[src/ccc_pkg.sv]
// package: widths, register indexes, class codes and thresholds for the colour classifier
package ccc_pkg;

   localparam int SampleBits = 16;
   localparam int FracBits   = 12;
   localparam int ClearShift = 12;
   localparam int LevelBits  = FracBits + 2;
   localparam int RegBits    = 16;
   localparam int DenBits    = SampleBits + RegBits;
   localparam int NumBits    = SampleBits + ClearShift + FracBits;
   localparam int QuoBits    = FracBits + 2;
   localparam int Lanes      = 3;

   // register indexes
   localparam logic [2:0] RegAmbRed   = 3'd0;
   localparam logic [2:0] RegAmbGreen = 3'd1;
   localparam logic [2:0] RegAmbBlue  = 3'd2;
   localparam logic [2:0] RegWhtRed   = 3'd3;
   localparam logic [2:0] RegWhtGreen = 3'd4;
   localparam logic [2:0] RegWhtBlue  = 3'd5;
   localparam logic [2:0] RegClearRef = 3'd6;

   // colour class codes
   localparam logic [3:0] ClsUnknown   = 4'd0;
   localparam logic [3:0] ClsRed       = 4'd1;
   localparam logic [3:0] ClsGreen     = 4'd2;
   localparam logic [3:0] ClsBlue      = 4'd3;
   localparam logic [3:0] ClsYellow    = 4'd4;
   localparam logic [3:0] ClsPink      = 4'd5;
   localparam logic [3:0] ClsOrange    = 4'd6;
   localparam logic [3:0] ClsLightBlue = 4'd7;
   localparam logic [3:0] ClsWhite     = 4'd8;

   // thresholds rounded to the level grid
   localparam int ThOne   = 1 << FracBits;
   localparam int Th9_10  = ((9 << FracBits) + 5) / 10;
   localparam int Th3_2   = ((3 << FracBits) + 1) / 2;
   localparam int Th4_5   = ((4 << FracBits) + 2) / 5;
   localparam int Th2_5   = ((2 << FracBits) + 2) / 5;
   localparam int Th7_10  = ((7 << FracBits) + 5) / 10;
   localparam int Th3_10  = ((3 << FracBits) + 5) / 10;
   localparam int Th19_20 = ((19 << FracBits) + 10) / 20;
   localparam int Th13_10 = ((13 << FracBits) + 5) / 10;
   localparam int Th1_2   = ((1 << FracBits) + 1) / 2;

   // per-stage state carried along each lane's divider
   typedef struct packed {
      logic               zero;
      logic [NumBits-1:0] rem;
      logic [DenBits-1:0] den;
      logic [QuoBits-1:0] quo;
   } div_stage_type;

endpackage

[src/ccc_lane.sv]
// lane: normalizes one colour channel with a pipelined restoring divider
module ccc_lane
   import ccc_pkg::*;
(
   input  logic                  clock,
   input  logic                  enable,
   input  logic [SampleBits-1:0] raw,
   input  logic [SampleBits-1:0] ambient,
   input  logic [SampleBits-1:0] white,
   input  logic [RegBits-1:0]    clear_ref,
   output logic [LevelBits-1:0]  level
);

   localparam int DcBits = SampleBits + RegBits;

   // stage 0: magnitudes and sign check
   logic                  s0_zero_ff, s0_zero_in;
   logic [SampleBits-1:0] s0_n_ff, s0_n_in, s0_d_ff, s0_d_in;
   logic [RegBits-1:0]    s0_c_ff;

   always_comb begin
      logic num_neg, den_neg;
      num_neg = raw < ambient;
      den_neg = white < ambient;
      s0_n_in = num_neg ? ambient - raw : raw - ambient;
      s0_d_in = den_neg ? ambient - white : white - ambient;
      s0_zero_in = (s0_n_in == '0) || (s0_d_in == '0) || (clear_ref == '0)
                   || (num_neg != den_neg);
   end

   always_ff @(posedge clock) begin
      if (enable) begin
         s0_zero_ff <= s0_zero_in;
         s0_n_ff    <= s0_n_in;
         s0_d_ff    <= s0_d_in;
         s0_c_ff    <= clear_ref;
      end
   end

   // stage 1: divisor product
   logic                  s1_zero_ff;
   logic [SampleBits-1:0] s1_n_ff;
   logic [DcBits-1:0]     s1_dc_ff;

   always_ff @(posedge clock) begin
      if (enable) begin
         s1_zero_ff <= s0_zero_ff;
         s1_n_ff    <= s0_n_ff;
         s1_dc_ff   <= DcBits'(s0_d_ff) * DcBits'(s0_c_ff);
      end
   end

   // stage 2: range check against twice the divisor
   div_stage_type s2_ff;

   always_ff @(posedge clock) begin
      if (enable) begin
         s2_ff.zero <= s1_zero_ff ||
            ((DcBits + 1)'({s1_n_ff, ClearShift'(0)}) > {s1_dc_ff, 1'b0});
         s2_ff.rem  <= {s1_n_ff, ClearShift'(0), FracBits'(0)};
         s2_ff.den  <= s1_dc_ff;
         s2_ff.quo  <= '0;
      end
   end

   // divider stages, one quotient bit each (quotient is at most 2 in level units)
   div_stage_type stg_ff [1:QuoBits];

   for (genvar k = 0; k < QuoBits; k++) begin : g_div
      localparam int Sh = QuoBits - 1 - k;
      div_stage_type cur, nx_in;
      if (k == 0) begin : g_first
         assign cur = s2_ff;
      end else begin : g_next
         assign cur = stg_ff[k];
      end
      always_comb begin
         logic [NumBits+QuoBits-1:0] trial;
         nx_in = cur;
         trial = (NumBits + QuoBits)'(cur.den) << Sh;
         if ((NumBits + QuoBits)'(cur.rem) >= trial) begin
            nx_in.rem    = cur.rem - NumBits'(trial);
            nx_in.quo[Sh] = 1'b1;
         end
      end
      always_ff @(posedge clock) begin
         if (enable) stg_ff[k+1] <= nx_in;
      end
   end

   assign level = stg_ff[QuoBits].zero ? '0 : LevelBits'(stg_ff[QuoBits].quo);

endmodule

[config.mk]
export PLATFORM = sky130hd
export DESIGN_NAME = ccc_lane
export DESIGN_NICKNAME = d
export VERILOG_FILES = /design/src/ccc_pkg.sv /design/src/ccc_lane.sv
export SDC_FILE = /design/constraint.sdc
export NUM_CORES = 2
export LEC_CHECK = 0
export ABC_AREA = 1
export CORE_MARGIN = 2
export CORE_UTILIZATION = 59
export DETAILED_ROUTE_END_ITERATION = 7
export DONT_BUFFER_PORTS = 1
export GPL_ROUTABILITY_DRIVEN = 1
export HOLD_SLACK_MARGIN = 0.15
export PLACE_DENSITY = 0.8
export SLEW_MARGIN = 20
export SYNTH_ARGS = -nofsm -noshare
export SYNTH_HDL_FRONTEND = slang
export SYNTH_SLANG_ARGS = --single-unit
[constraint.sdc]
create_clock -name clock -period 6.7 [get_ports clock]
set_input_delay 1.34 -clock clock [delete_from_list [all_inputs] [get_ports clock]]
set_output_delay 1.34 -clock clock [all_outputs]
set_load 0.01 [all_outputs]
==> results.cfg <==
[run_status]
run_status = finished, final reports clean

[hold_path]
class_of_the_worst_hold_path = flip-flop to flip-flop

[cts]
cts_max_level = 3
clkSlewWorstSetupHoldPaths_ps = 70
ctsResizeCount = 0
clock_sink_count = 1111
worstSkewPairLatency_ps = 820
cts_buffers = 121
cts-hold-fix-buffers = 0
cts.path.max_buffers = 3
post_cts.repair.setup_buffers = 0
cts_tree = yes
cts_root_buffer = sky130_fd_sc_hd__clkbuf_16

[critical_path]
critPathRequiredTime_ps = 7210
end_kind = flip-flop
timing.critical_path.from_type = flip-flop
worst_path_buf_inv = 7
worstPathCellList = buf_4 > nand2_1 > inv_1 > fa_1 > inv_1 > fa_1 > fa_1 > inv_1 > fa_1 > fa_1 > inv_1 > fa_1 > inv_1 > ha_1 > a21oi_1 > o21a_1 > a21boi_0 > inv_1 > nand2_1 > o211ai_1 > xnor2_1
crit_slowest_cell = sky130_fd_sc_hd__edfxtp_1
worst-endpoint-arrival_ps = 6710
worstPathMaxFanout = 13
critical_path.max_stage_delay_ps = 650
crit_type = flip-flop to flip-flop
timing.critical_path.max_delay_family = adder cells

[power_and_ir_drop]
total_power_w = 0.0450
static-leakage-power_nw = 39.0
vdd_drop_max_v = 0.00219
powerDensity_nw_per_um2 = 530

[synthesis]
synth-seq-cells = 1111
ys_types = 64
number_of_synthesized_flops_with_an_enable_pin = 1111
post_synth_fa_ha_maj_area_fraction = 0.149
postSynth.asyncResetShare = 0
synth-warning-count = 0
synthDominantCellAreaShare = 0.423
yosys.area_share.xor_xnor = 0.0387
synth_compound_gate_area_share = 0.104
yosysSeqAreaShare = 0.423
synthesis.nets = 10169
yosys.area_share.simple = 0.198
mean_cell_area_of_the_mapped_netlist_um2 = 8.49
synth_top_area_cell = sky130_fd_sc_hd__edfxtp_1
synth.mux.area_fraction = 0
synth-main-ff-cell = sky130_fd_sc_hd__edfxtp_1
synth.cell_area_um2 = 78900
ys_top_cells_by_area = sky130_fd_sc_hd__edfxtp_1 (42%), sky130_fd_sc_hd__nand2_1 (11%), sky130_fd_sc_hd__ha_1 (9.6%)
dominant_combinational_cell_family_by_area_after_synthesis = simple AND/OR/NAND/NOR gates
synthCells = 9289

[final_layout]
nFillCells = 11000
final_standard_cell_area_without_fillers_um2 = 84900
fin_util = 0.638
layout_common_cells = sky130_fd_sc_hd__nand2_1 (2,381), sky130_fd_sc_hd__inv_1 (1,579), sky130_fd_sc_hd__edfxtp_1 (1,111)
flow.area_growth_from_synthesis_pct = 7.63
fin_nets = 10188
mostFrequentLayoutCell = sky130_fd_sc_hd__nand2_1
layout_cells_sized_above_1 = 0.0453

[grt]
grt_max_degree = 230
track_usage = 0.380
globalRouteOverflowTotal = 0
antenna_found_initial = 11
first_pass_grt_wire_length_um = 385000
number_of_global_route_vias_before_repair = 66455

[timing]
slew_at_the_pin_closest_to_its_max_slew_limit_ps = 1230
layout_worst_path_cycle_share = 0.924
timing.slew.headroom = 0.174
setup-violations-final = 0
hold_viol = 0
max_clock_freq_mhz = 161
holdWs_ps = 396
report.final.slew_viol_count = 0
fin_setup_tns_ps = 0
fin_worst_skew_ps = 50.7
setup_repair_after_global_routing_missed_its_margin = no
min_period_ps = 6190

[die]
die_height_um = 370
die_area_um2 = 137000
fp.coreArea_um2 = 133000
num_rows = 134
start_util = 0.593
floorplan.die.width_um = 370
io-pin-count = 80

[placed_design]
post_detailed_placement_cell_area_um2 = 80800
placement.io_buffers = 0
routabilityCongestion = 1.07
place_hpwl_um = 206000

[route]
avgViaCountPerCell = 5.78
detailroute.via_count = 64612
wl_um = 259000
ant_nets = 0
drt-initial-drc-count = 4890
detail_route.drc_violations = 0
avgRoutedWirePerCell_um = 23.1
drt_first_pass_iters = 6

[run]
max-cap-violations = 0
worst paths after layout:
kind	from	to	slack, ps	depth (start not counted)
worst max register to register	s0_c_ff[6]	s1_dc_ff[31]	510	21
worst min-delay path	stg_ff[0][618]	stg_ff[0][705]	400	0
worst max-delay path	s0_c_ff[6]	s1_dc_ff[31]	510	21
worst min register to register	stg_ff[0][618]	stg_ff[0][705]	400	0
flip-flops by register name (all words and copies together), names as in the netlist:
signal,flops
stg_ff,964
g_div.$9.trial,32
s1_dc_ff,32
g_div.cur,17
s0_c_ff,16
s0_d_ff,16
s0_n_ff,16
s1_n_ff,16
s0_zero_ff,1
s1_zero_ff,1
through the flow:
step / cells / setup slack (ps)
floorplan: 9289 / 1010
global placement: 10945 / 595
detailed placement: 10949 / 521
CTS: 11173 / 496
global route: 11178 / 193
finish: 11185 / 507
report_power, final:
group,internal (W),leakage (nW),switching (W)
logic,0.00922,26.2,0.0175
clock network,0.00388,1.93,0.00295
registers,0.0103,10.9,0.00108
cells by family after synthesis:
logic type               Yosys count
adder cells (fa/ha/maj)          814
AO/OA/AOI/OAI                   1441
buffers and inverters           1772
AND/OR/NAND/NOR                 3802
XOR/XNOR                         349
flip-flops                      1111
synthesized netlist by cell type, drive strengths merged, types with 29 or more instances:
master	count
clkbuf	72
nor3	96
nor4	49
nand2	2423
o21ai	527
a21boi	29
nor2	735
nand3	351
fa	210
inv	1614
xor2	166
a21oi	589
o21bai	72
o211ai	34
ha	604
xnor2	183
nand4	81
a21o	64
edfxtp	1111
a31oi	71
buf	85
metal layers:
layer	wire length, um	vias up	global-route usage	part of all wire
met3	15000	1176	0.0790	0.058
li1	-	30579	-	-
met2	135000	2610	0.705	0.52
met5	56	-	0	0.00022
met1	77300	30239	0.325	0.30
met4	31700	8	0.389	0.12
layout make-up:
type	instances	area [um^2]	share of cell area
diodes	8	20.0	0.000236
clock buffers	144	3140	0.0369
clock inverters	80	870	0.0102
inverters	1615	6060	0.0714
multi-input cells	6406	38700	0.455
flip-flops and latches	1111	33400	0.393
well taps	1768	2210	0.0261
repair buffers	53	586	0.00690
worst register-to-register path: stages, from the launching register on:
cell,delay (ps)
sky130_fd_sc_hd__edfxtp_1,650
sky130_fd_sc_hd__buf_4,270
sky130_fd_sc_hd__nand2_1,60
sky130_fd_sc_hd__inv_1,60
sky130_fd_sc_hd__fa_1,530
sky130_fd_sc_hd__inv_1,50
sky130_fd_sc_hd__fa_1,510
sky130_fd_sc_hd__fa_1,520
sky130_fd_sc_hd__inv_1,50
sky130_fd_sc_hd__fa_1,490
sky130_fd_sc_hd__fa_1,560
sky130_fd_sc_hd__inv_1,60
sky130_fd_sc_hd__fa_1,530
sky130_fd_sc_hd__inv_1,40
sky130_fd_sc_hd__ha_1,370
sky130_fd_sc_hd__a21oi_1,230
sky130_fd_sc_hd__o21a_1,190
sky130_fd_sc_hd__a21boi_0,350
sky130_fd_sc_hd__inv_1,100
sky130_fd_sc_hd__nand2_1,80
sky130_fd_sc_hd__o211ai_1,100
sky130_fd_sc_hd__xnor2_1,140
Note: power is estimated with default switching activity, not from simulation.
