## src/ccc_pkg.sv

```systemverilog
// package: widths, register indexes, class codes and thresholds for the colour classifier
package ccc_pkg;

   localparam int SampleBits = 16;
   localparam int FracBits   = 12;
   localparam int ClearShift = 12;
   localparam int LevelBits  = FracBits + 2;
   localparam int RegBits    = 16;
   localparam int DenBits    = SampleBits + RegBits;
   localparam int NumBits    = SampleBits + ClearShift + FracBits;
   localparam int QuoBits    = FracBits + 2;
   localparam int Lanes      = 3;

   // register indexes
   localparam logic [2:0] RegAmbRed   = 3'd0;
   localparam logic [2:0] RegAmbGreen = 3'd1;
   localparam logic [2:0] RegAmbBlue  = 3'd2;
   localparam logic [2:0] RegWhtRed   = 3'd3;
   localparam logic [2:0] RegWhtGreen = 3'd4;
   localparam logic [2:0] RegWhtBlue  = 3'd5;
   localparam logic [2:0] RegClearRef = 3'd6;

   // colour class codes
   localparam logic [3:0] ClsUnknown   = 4'd0;
   localparam logic [3:0] ClsRed       = 4'd1;
   localparam logic [3:0] ClsGreen     = 4'd2;
   localparam logic [3:0] ClsBlue      = 4'd3;
   localparam logic [3:0] ClsYellow    = 4'd4;
   localparam logic [3:0] ClsPink      = 4'd5;
   localparam logic [3:0] ClsOrange    = 4'd6;
   localparam logic [3:0] ClsLightBlue = 4'd7;
   localparam logic [3:0] ClsWhite     = 4'd8;

   // thresholds rounded to the level grid
   localparam int ThOne   = 1 << FracBits;
   localparam int Th9_10  = ((9 << FracBits) + 5) / 10;
   localparam int Th3_2   = ((3 << FracBits) + 1) / 2;
   localparam int Th4_5   = ((4 << FracBits) + 2) / 5;
   localparam int Th2_5   = ((2 << FracBits) + 2) / 5;
   localparam int Th7_10  = ((7 << FracBits) + 5) / 10;
   localparam int Th3_10  = ((3 << FracBits) + 5) / 10;
   localparam int Th19_20 = ((19 << FracBits) + 10) / 20;
   localparam int Th13_10 = ((13 << FracBits) + 5) / 10;
   localparam int Th1_2   = ((1 << FracBits) + 1) / 2;

   // per-stage state carried along each lane's divider
   typedef struct packed {
      logic               zero;
      logic [NumBits-1:0] rem;
      logic [DenBits-1:0] den;
      logic [QuoBits-1:0] quo;
   } div_stage_type;

endpackage

```

## src/ccc_merge.sv

```systemverilog
// merge: priority chain of threshold tests on the three lane levels
module ccc_merge
   import ccc_pkg::*;
(
   input  logic [LevelBits-1:0] r,
   input  logic [LevelBits-1:0] g,
   input  logic [LevelBits-1:0] b,
   output logic [3:0]           colour_class
);

   localparam int W = LevelBits + 2;

   always_comb begin
      logic signed [W-1:0] rs, gs, bs;
      rs = $signed({2'b00, r});
      gs = $signed({2'b00, g});
      bs = $signed({2'b00, b});
      if (rs > W'(Th9_10) && gs > W'(Th9_10) && bs > W'(Th9_10))
         colour_class = ClsWhite;
      else if (rs > W'(Th3_2) && rs - gs > W'(Th4_5) && rs - bs > W'(Th4_5))
         colour_class = ClsRed;
      else if (gs - rs > W'(Th2_5) && gs > W'(ThOne) && gs - bs > W'(Th2_5))
         colour_class = ClsGreen;
      else if (bs - rs > W'(Th7_10) && bs - gs > W'(Th3_10) && bs > W'(Th7_10))
         colour_class = ClsBlue;
      else if (rs > W'(ThOne) && gs > W'(Th4_5) && bs < W'(Th4_5))
         colour_class = ClsYellow;
      else if (rs > W'(Th19_20) && gs > W'(Th4_5) && gs < W'(Th9_10) &&
               bs > W'(Th4_5) && bs < W'(Th19_20))
         colour_class = ClsPink;
      else if (rs > W'(Th13_10) && gs > W'(Th1_2) && bs > W'(Th1_2))
         colour_class = ClsOrange;
      else if (rs < W'(Th7_10) && gs > W'(ThOne) && bs > W'(ThOne))
         colour_class = ClsLightBlue;
      else
         colour_class = ClsUnknown;
   end

endmodule
```

## config.mk

```make
export PLATFORM = sky130hd
export DESIGN_NAME = ccc_merge
export DESIGN_NICKNAME = d
export VERILOG_FILES = /design/src/ccc_pkg.sv /design/src/ccc_merge.sv
export SDC_FILE = /design/constraint.sdc
export NUM_CORES = 1
export LEC_CHECK = 0
export BUFFER_PORTS_ARGS = -buffer_cell sky130_fd_sc_hd__buf_2
export CAP_MARGIN = 20
export CORE_ASPECT_RATIO = 1.2
export CORE_MARGIN = 2
export CORE_UTILIZATION = 40
export DETAILED_ROUTE_END_ITERATION = 7
export GPL_ROUTABILITY_DRIVEN = 0
export PLACE_DENSITY = 0.57
export SLEW_MARGIN = 20
export SYNTH_ARGS = -nofsm -noshare
export SYNTH_HDL_FRONTEND = slang
export SYNTH_SLANG_ARGS = --single-unit
```

## constraint.sdc

```tcl
create_clock -name vclk -period 5.75
set_clock_uncertainty 0.2 [all_clocks]
set_input_delay 1.15 -clock vclk [all_inputs]
set_output_delay 1.15 -clock vclk [all_outputs]
set_load 0.01 [all_outputs]
```

==> results of run 1 <==
-- power breakdown --
group          leakage, nW  internal, mW  switching [mW]  total, mW
clock network            0             0               0          0
registers                0             0               0          0
logic                 2.43         0.244           0.375      0.619
total                 2.43         0.244           0.375      0.619
-- how the worst max path moves through the flow --
| stage | to | cells after the start |
|---|---|---|
| after global placement | colour_class[2] | 14 |
| after detailed placement | colour_class[2] | 13 |
| after CTS | colour_class[2] | 13 |
| after floorplan | colour_class[2] | 14 |
| after global routing | colour_class[2] | 14 |
| final | colour_class[2] | 16 |
-- layout by cell type, fill, tap and decap left out, types with 10 or more instances in the layout --
| cell | instances |
|---|---|
| a21o_1 | 23 |
| a21oi_1 | 61 |
| a31oi_1 | 11 |
| buf_2 | 45 |
| buf_4 | 17 |
| ha_1 | 83 |
| inv_1 | 62 |
| nand2_1 | 48 |
| nand3_1 | 22 |
| nor2_1 | 52 |
| nor2b_1 | 10 |
| nor3_1 | 22 |
| o211ai_1 | 11 |
| o21a_1 | 10 |
| o21ai_0 | 48 |
| o21ai_1 | 10 |
| xnor2_1 | 26 |
| xor2_1 | 21 |
-- area by class of cell --
cell class	count	area, um2	share of cell area, %
inverters	63	240	4.40
multi-input cells	630	4660	85.3
well taps	161	201	3.69
repair buffers	63	360	6.60
-- Yosys cell counts, types with 4 or more instances --
library cell,number
xnor2_1,26
o221ai_1,4
a211o_1,4
nand3b_1,4
clkbuf_1,15
o21a_1,10
ha_1,84
a31oi_1,12
a221oi_1,4
o31ai_1,7
a211oi_1,10
o211ai_1,11
inv_1,63
nand3_1,22
nor2_1,52
a211oi_2,5
o311ai_0,4
xor2_1,21
nand4_1,8
o21ai_0,48
and2_1,4
fa_1,6
nand2_1,48
nand2b_1,7
o21ai_1,10
o2111ai_1,4
nor4_1,9
and3_1,8
o21bai_1,8
nor3_1,22
a311oi_1,9
a21o_1,23
nor2b_1,10
a21oi_1,63
buf_2,13
-- critical path, cell delays in order --
cell       delay [ns]
buf_2            0.16
inv_1            0.10
ha_1             0.21
inv_1            0.07
fa_1             0.45
a21oi_1          0.17
o211ai_1         0.20
o41ai_1          0.34
a41oi_1          0.09
a21oi_1          0.14
and2_0           0.24
o2111ai_1        0.19
nand3_2          0.17
nand2_2          0.09
a2111oi_4        0.26
buf_2            0.18
-- routing by layer --
metal  part of all wire, %  wire length (um)  vias up  global-route usage [%]
li1                      -                 -     2759                       -
met1                    44              7830     2737                    32.7
met2                    49              8800      187                    46.9
met3                   4.1               737       44                   0.874
met4                   3.4               603        0                    7.51
met5                     0                 0        -                       0
-- repair_timing --
action / in CTS / in global routing
setup endpoints to repair: 0 / 2
gates resized for setup: 0 / 13
hold buffers: 0 / 0
setup buffers: 0 / 2
-- cells by family (layout without fill, tap and decap cells) --
| family | count (synthesis) | in the layout | share of synthesized area (%) |
|---|---|---|---|
| adder cells (fa/ha/maj) | 90 | 90 | 23.3 |
| AND/OR/NAND/NOR | 216 | 216 | 21.8 |
| buffers and inverters | 96 | 126 | 8.09 |
| XOR/XNOR | 47 | 47 | 8.19 |
| multiplexers | 4 | 4 | 0.822 |
| AO/OA/AOI/OAI | 273 | 273 | 37.8 |
-- through the flow --
stage	setup WS [ns]	utilization, %	std cells	TNS [ns]
floorplan	0.825	-	726	0
finish	0.175	44.9	917	0
global route	-0.0171	44.9	917	-0.0171
detailed placement	0.155	44.4	915	0
CTS	0.159	44.4	915	0
global placement	0.208	44.4	915	0
==> metrics.txt, run 1 <==
Final Hold Fails=0; routed wire length per instance=19.6 um; chip width=between 100 and 150 um; routed vias/inst=6.25; P&R area growth vs syn=8.69%; via count of the first global-routing pass=between 5k and 6k; area share of the leading cell type in the synthesized netlist=between 20% and 30%; post-layout min period=approximately 5.6 ns; main area contributors after synthesis=ha_1, a21oi_1, o21ai_0, inv_1, xnor2_1; pwr/cell area=113 nW/um2; detailed-routing iteration count for the pre-antenna-repair pass=5; diode count=0; Max-cap violations=0; CORE AREA=approximately 12000 um2; die height=~130 um; Critical Path End Type=primary output; depth of the worst hold-timing path=5; cell area after synthesis=5020 um2; count of different cell masters after synthesis=75; count of nets after finishing=890; number of core rows=44; hold wc startpoint=r[13]; total routing usage reported by global routing=roughly a quarter; static leakage=about 2.4 nW; Register Area=0 um2; vias post-DR=5727; final routed DRC violation total=0; total setup violations reported at the end of the flow=0; starting density of the core=~41%; clock tree buffer count of the final layout=0; crit start category=primary input; mean post-synth cell area=between 6 and 7 um2; sequential cell count=0; Synth Instances=~730; final cycle utilization of the critical path=97.0%; category of the critical setup timing path=in -> out; PnR Total Power=619 uW; class of the tightest hold or removal check=in -> out; PortBufs=46; Slew Viols, Final=0; # IOs=46; biggest area consumer among synthesized cells=ha_1; first-pass GRT wire length=28.2 mm; violation count after the first detailed-routing iteration=530; initial antenna violation count=0; biggest fanout along the worst timing path=8; slew margin rel.=43.4%; pin count of the biggest net entering global routing=14; IR Drop Worst-Case VDD=between 0.04 and 0.05 mV; Worst Setup SP=b[0]; final global-route overflow total=0; final-layout worst hold slack=2.84 ns; Total Die Area=13500 um2; peak clock frequency supported by timing=between 150 and 200 MHz; fill cell instance count of the final layout=approximately 1.3k; cell area after layout=around 5500 um2; proportion of layout cells with a drive suffix above 1=between 10% and 20%; YS warnings=0; transition time at the pin with the least slew margin=around 0.84 ns; Placed Area=5400 um2; required arrival time at the worst endpoint=4.40 ns; total wire length after detailed routing=about 18 mm; Post-Syn Nets=between 800 and 900; post-route ant nets=0; worst-case hold path end point=colour_class[2]; sequential element share of the synthesized area=0%; HPWL reported at the end of detailed placement=~15 mm; run status=finished clean; data arrival time of the critical path=around 4.2 ns
(Power assumes the default switching activity.)
==> run 2, diff against run 1 <==
Settings changed: PLACE_DENSITY 0.57 to 0.6.
Clock period 5.75 ns to 4.65 ns, I/O delays scaled along.
==> run 2 against run 1 <==
Net effect:
- the run now ends with setup timing left
- combinational power grew 59%
- routed wire length grew 4.8%
- via count grew 9.2%
- critical path depth grew 1
- largest cell class unchanged
==> metrics.txt, run 2 (synthesis results as in run 1) <==
CORE AREA=around 12000 um2; violated checks=setup timing; post-layout min period=4.80 ns; Max stage delay on crit path=around 0.4 ns; top library cells by usage in the layout, fill and taps aside=buf_4, ha_1, inv_1; routed vias/inst=approximately 6; run status=finished, violations left; proportion of layout cells with a drive suffix above 1=approximately a third; violation count after the first detailed-routing iteration=roughly 550; slowest stage cell, crit path=fa_2; quantity of hold-fixing buffers added after cts=0; final global-route overflow total=0; Final Hold Fails=0; most common cell after layout, fill and taps aside=buf_4; CP Buf/Inv Count=6; vias post-DR=6253; diode count=0; routed wire length per instance=roughly 18 um; class of the tightest hold or removal check=in -> out; Max-cap violations=0; Register Area=0 um2; chip width=106 um; worst slack after detailed placement=-0.381 ns; total wire length after detailed routing=between 15 and 20 mm; die height=approximately 130 um; IR Drop Worst-Case VDD=around 0.062 mV; PortBufs=46; Slew Viols, Final=0; biggest fanout along the worst timing path=3; final cycle utilization of the critical path=103%; CP Depth=17; starting density of the core=about 41%; count of nets after finishing=approximately 1k; peak clock frequency supported by timing=around 210 MHz; # IOs=46; total routing usage reported by global routing=26.9%; highest layer used for signal routing=met4; data arrival time of the critical path=about 3.7 ns; transition time at the pin with the least slew margin=0.829 ns; clock tree buffer count of the final layout=0; static leakage=about 3.1 nW; slew margin rel.=roughly 44%; final cell count without fillers=1050; Critical Path End Type=primary output; depth of the worst hold-timing path=6; Total Die Area=around 13000 um2; pwr/cell area=between 100 and 150 nW/um2; pin count of the biggest net entering global routing=11; HPWL reported at the end of detailed placement=approximately 16 mm; critical path's top delay family=compound AO/OA/AOI/OAI gates; sequential cell count=0; initial antenna violation count=0; post-route ant nets=0; worst-case hold path end point=colour_class[3]; hold wc startpoint=b[11]; setup TNS=-0.364 ns; setup ws final=-0.151 ns; P&R area growth vs syn=36.7%; category of the critical setup timing path=in -> out; total length of routed met3 wires=942 um; crit start category=primary input; RSZ-0062 raised after global routing=yes; detailed-routing iteration count for the pre-antenna-repair pass=5; PnR Total Power=985 uW; required arrival time at the worst endpoint=approximately 3.5 ns; fill cell instance count of the final layout=1143; number of core rows=between 40 and 50; final routed DRC violation total=0; total setup violations reported at the end of the flow=3; M1 wire length=7.79 mm; via count of the first global-routing pass=6276; placed cell count=between 1k and 1.5k; total met2 wirelength after detailed routing=9.53 mm; series of cell instances along the critical path=buf_8 > inv_6 > buf_6 > ha_4 > inv_2 > fa_2 > a211oi_2 > o21ai_1 > a31oi_1 > buf_4 > mux2i_2 > o311ai_2 > a21oi_2 > o31ai_1 > and3_4 > a2111oi_4 > buf_2; first-pass GRT wire length=about 30 mm
run 2: repair_timing:
| action | in CTS | in global routing |
|---|---|---|
| cloned | 0 | 0 |
| pin swaps | 28 | 42 |
| setup buffers | 5 | 1 |
| endpoints found under the setup margin | 3 | 3 |
| resized for setup | 58 | 47 |
run 2: through the flow:
| step | instance area [um2] | hold slack, ns | utilization (%) |
|---|---|---|---|
| floorplan | 5020 | 1.94 | - |
| global placement | 6390 | 2.40 | 52.5 |
| detailed placement | 6390 | 2.40 | 52.5 |
| CTS | 6660 | 2.41 | 54.7 |
| global route | 6870 | 2.47 | 56.5 |
| finish | 6870 | 2.43 | 56.5 |
run 2: final cells by class:
type                            count  area [um2]  area share (%)
Inverter                           63         251            3.66
Multi-Input combinational cell    630        5000            72.9
Tap cell                          161         201            2.93
Timing Repair Buffer              196        1410            20.5
run 2: where the power goes:
part,switching [mW],internal [mW]
registers,0,0
logic,0.535,0.450
clock network,0,0
run 2: per-layer routing:
layer  vias to the layer above  track usage (%)
met4                         0             8.51
met5                         -                0
met2                       233             49.5
li1                       3012                -
met3                        44             2.62
met1                      2964             32.5
run 2: worst max path at each step:
stage,startpoint,endpoint
after floorplan,g[0],colour_class[2]
final,r[0],colour_class[2]
after global placement,g[0],colour_class[0]
after global routing,r[0],colour_class[2]
after detailed placement,g[0],colour_class[2]
after CTS,b[1],colour_class[2]
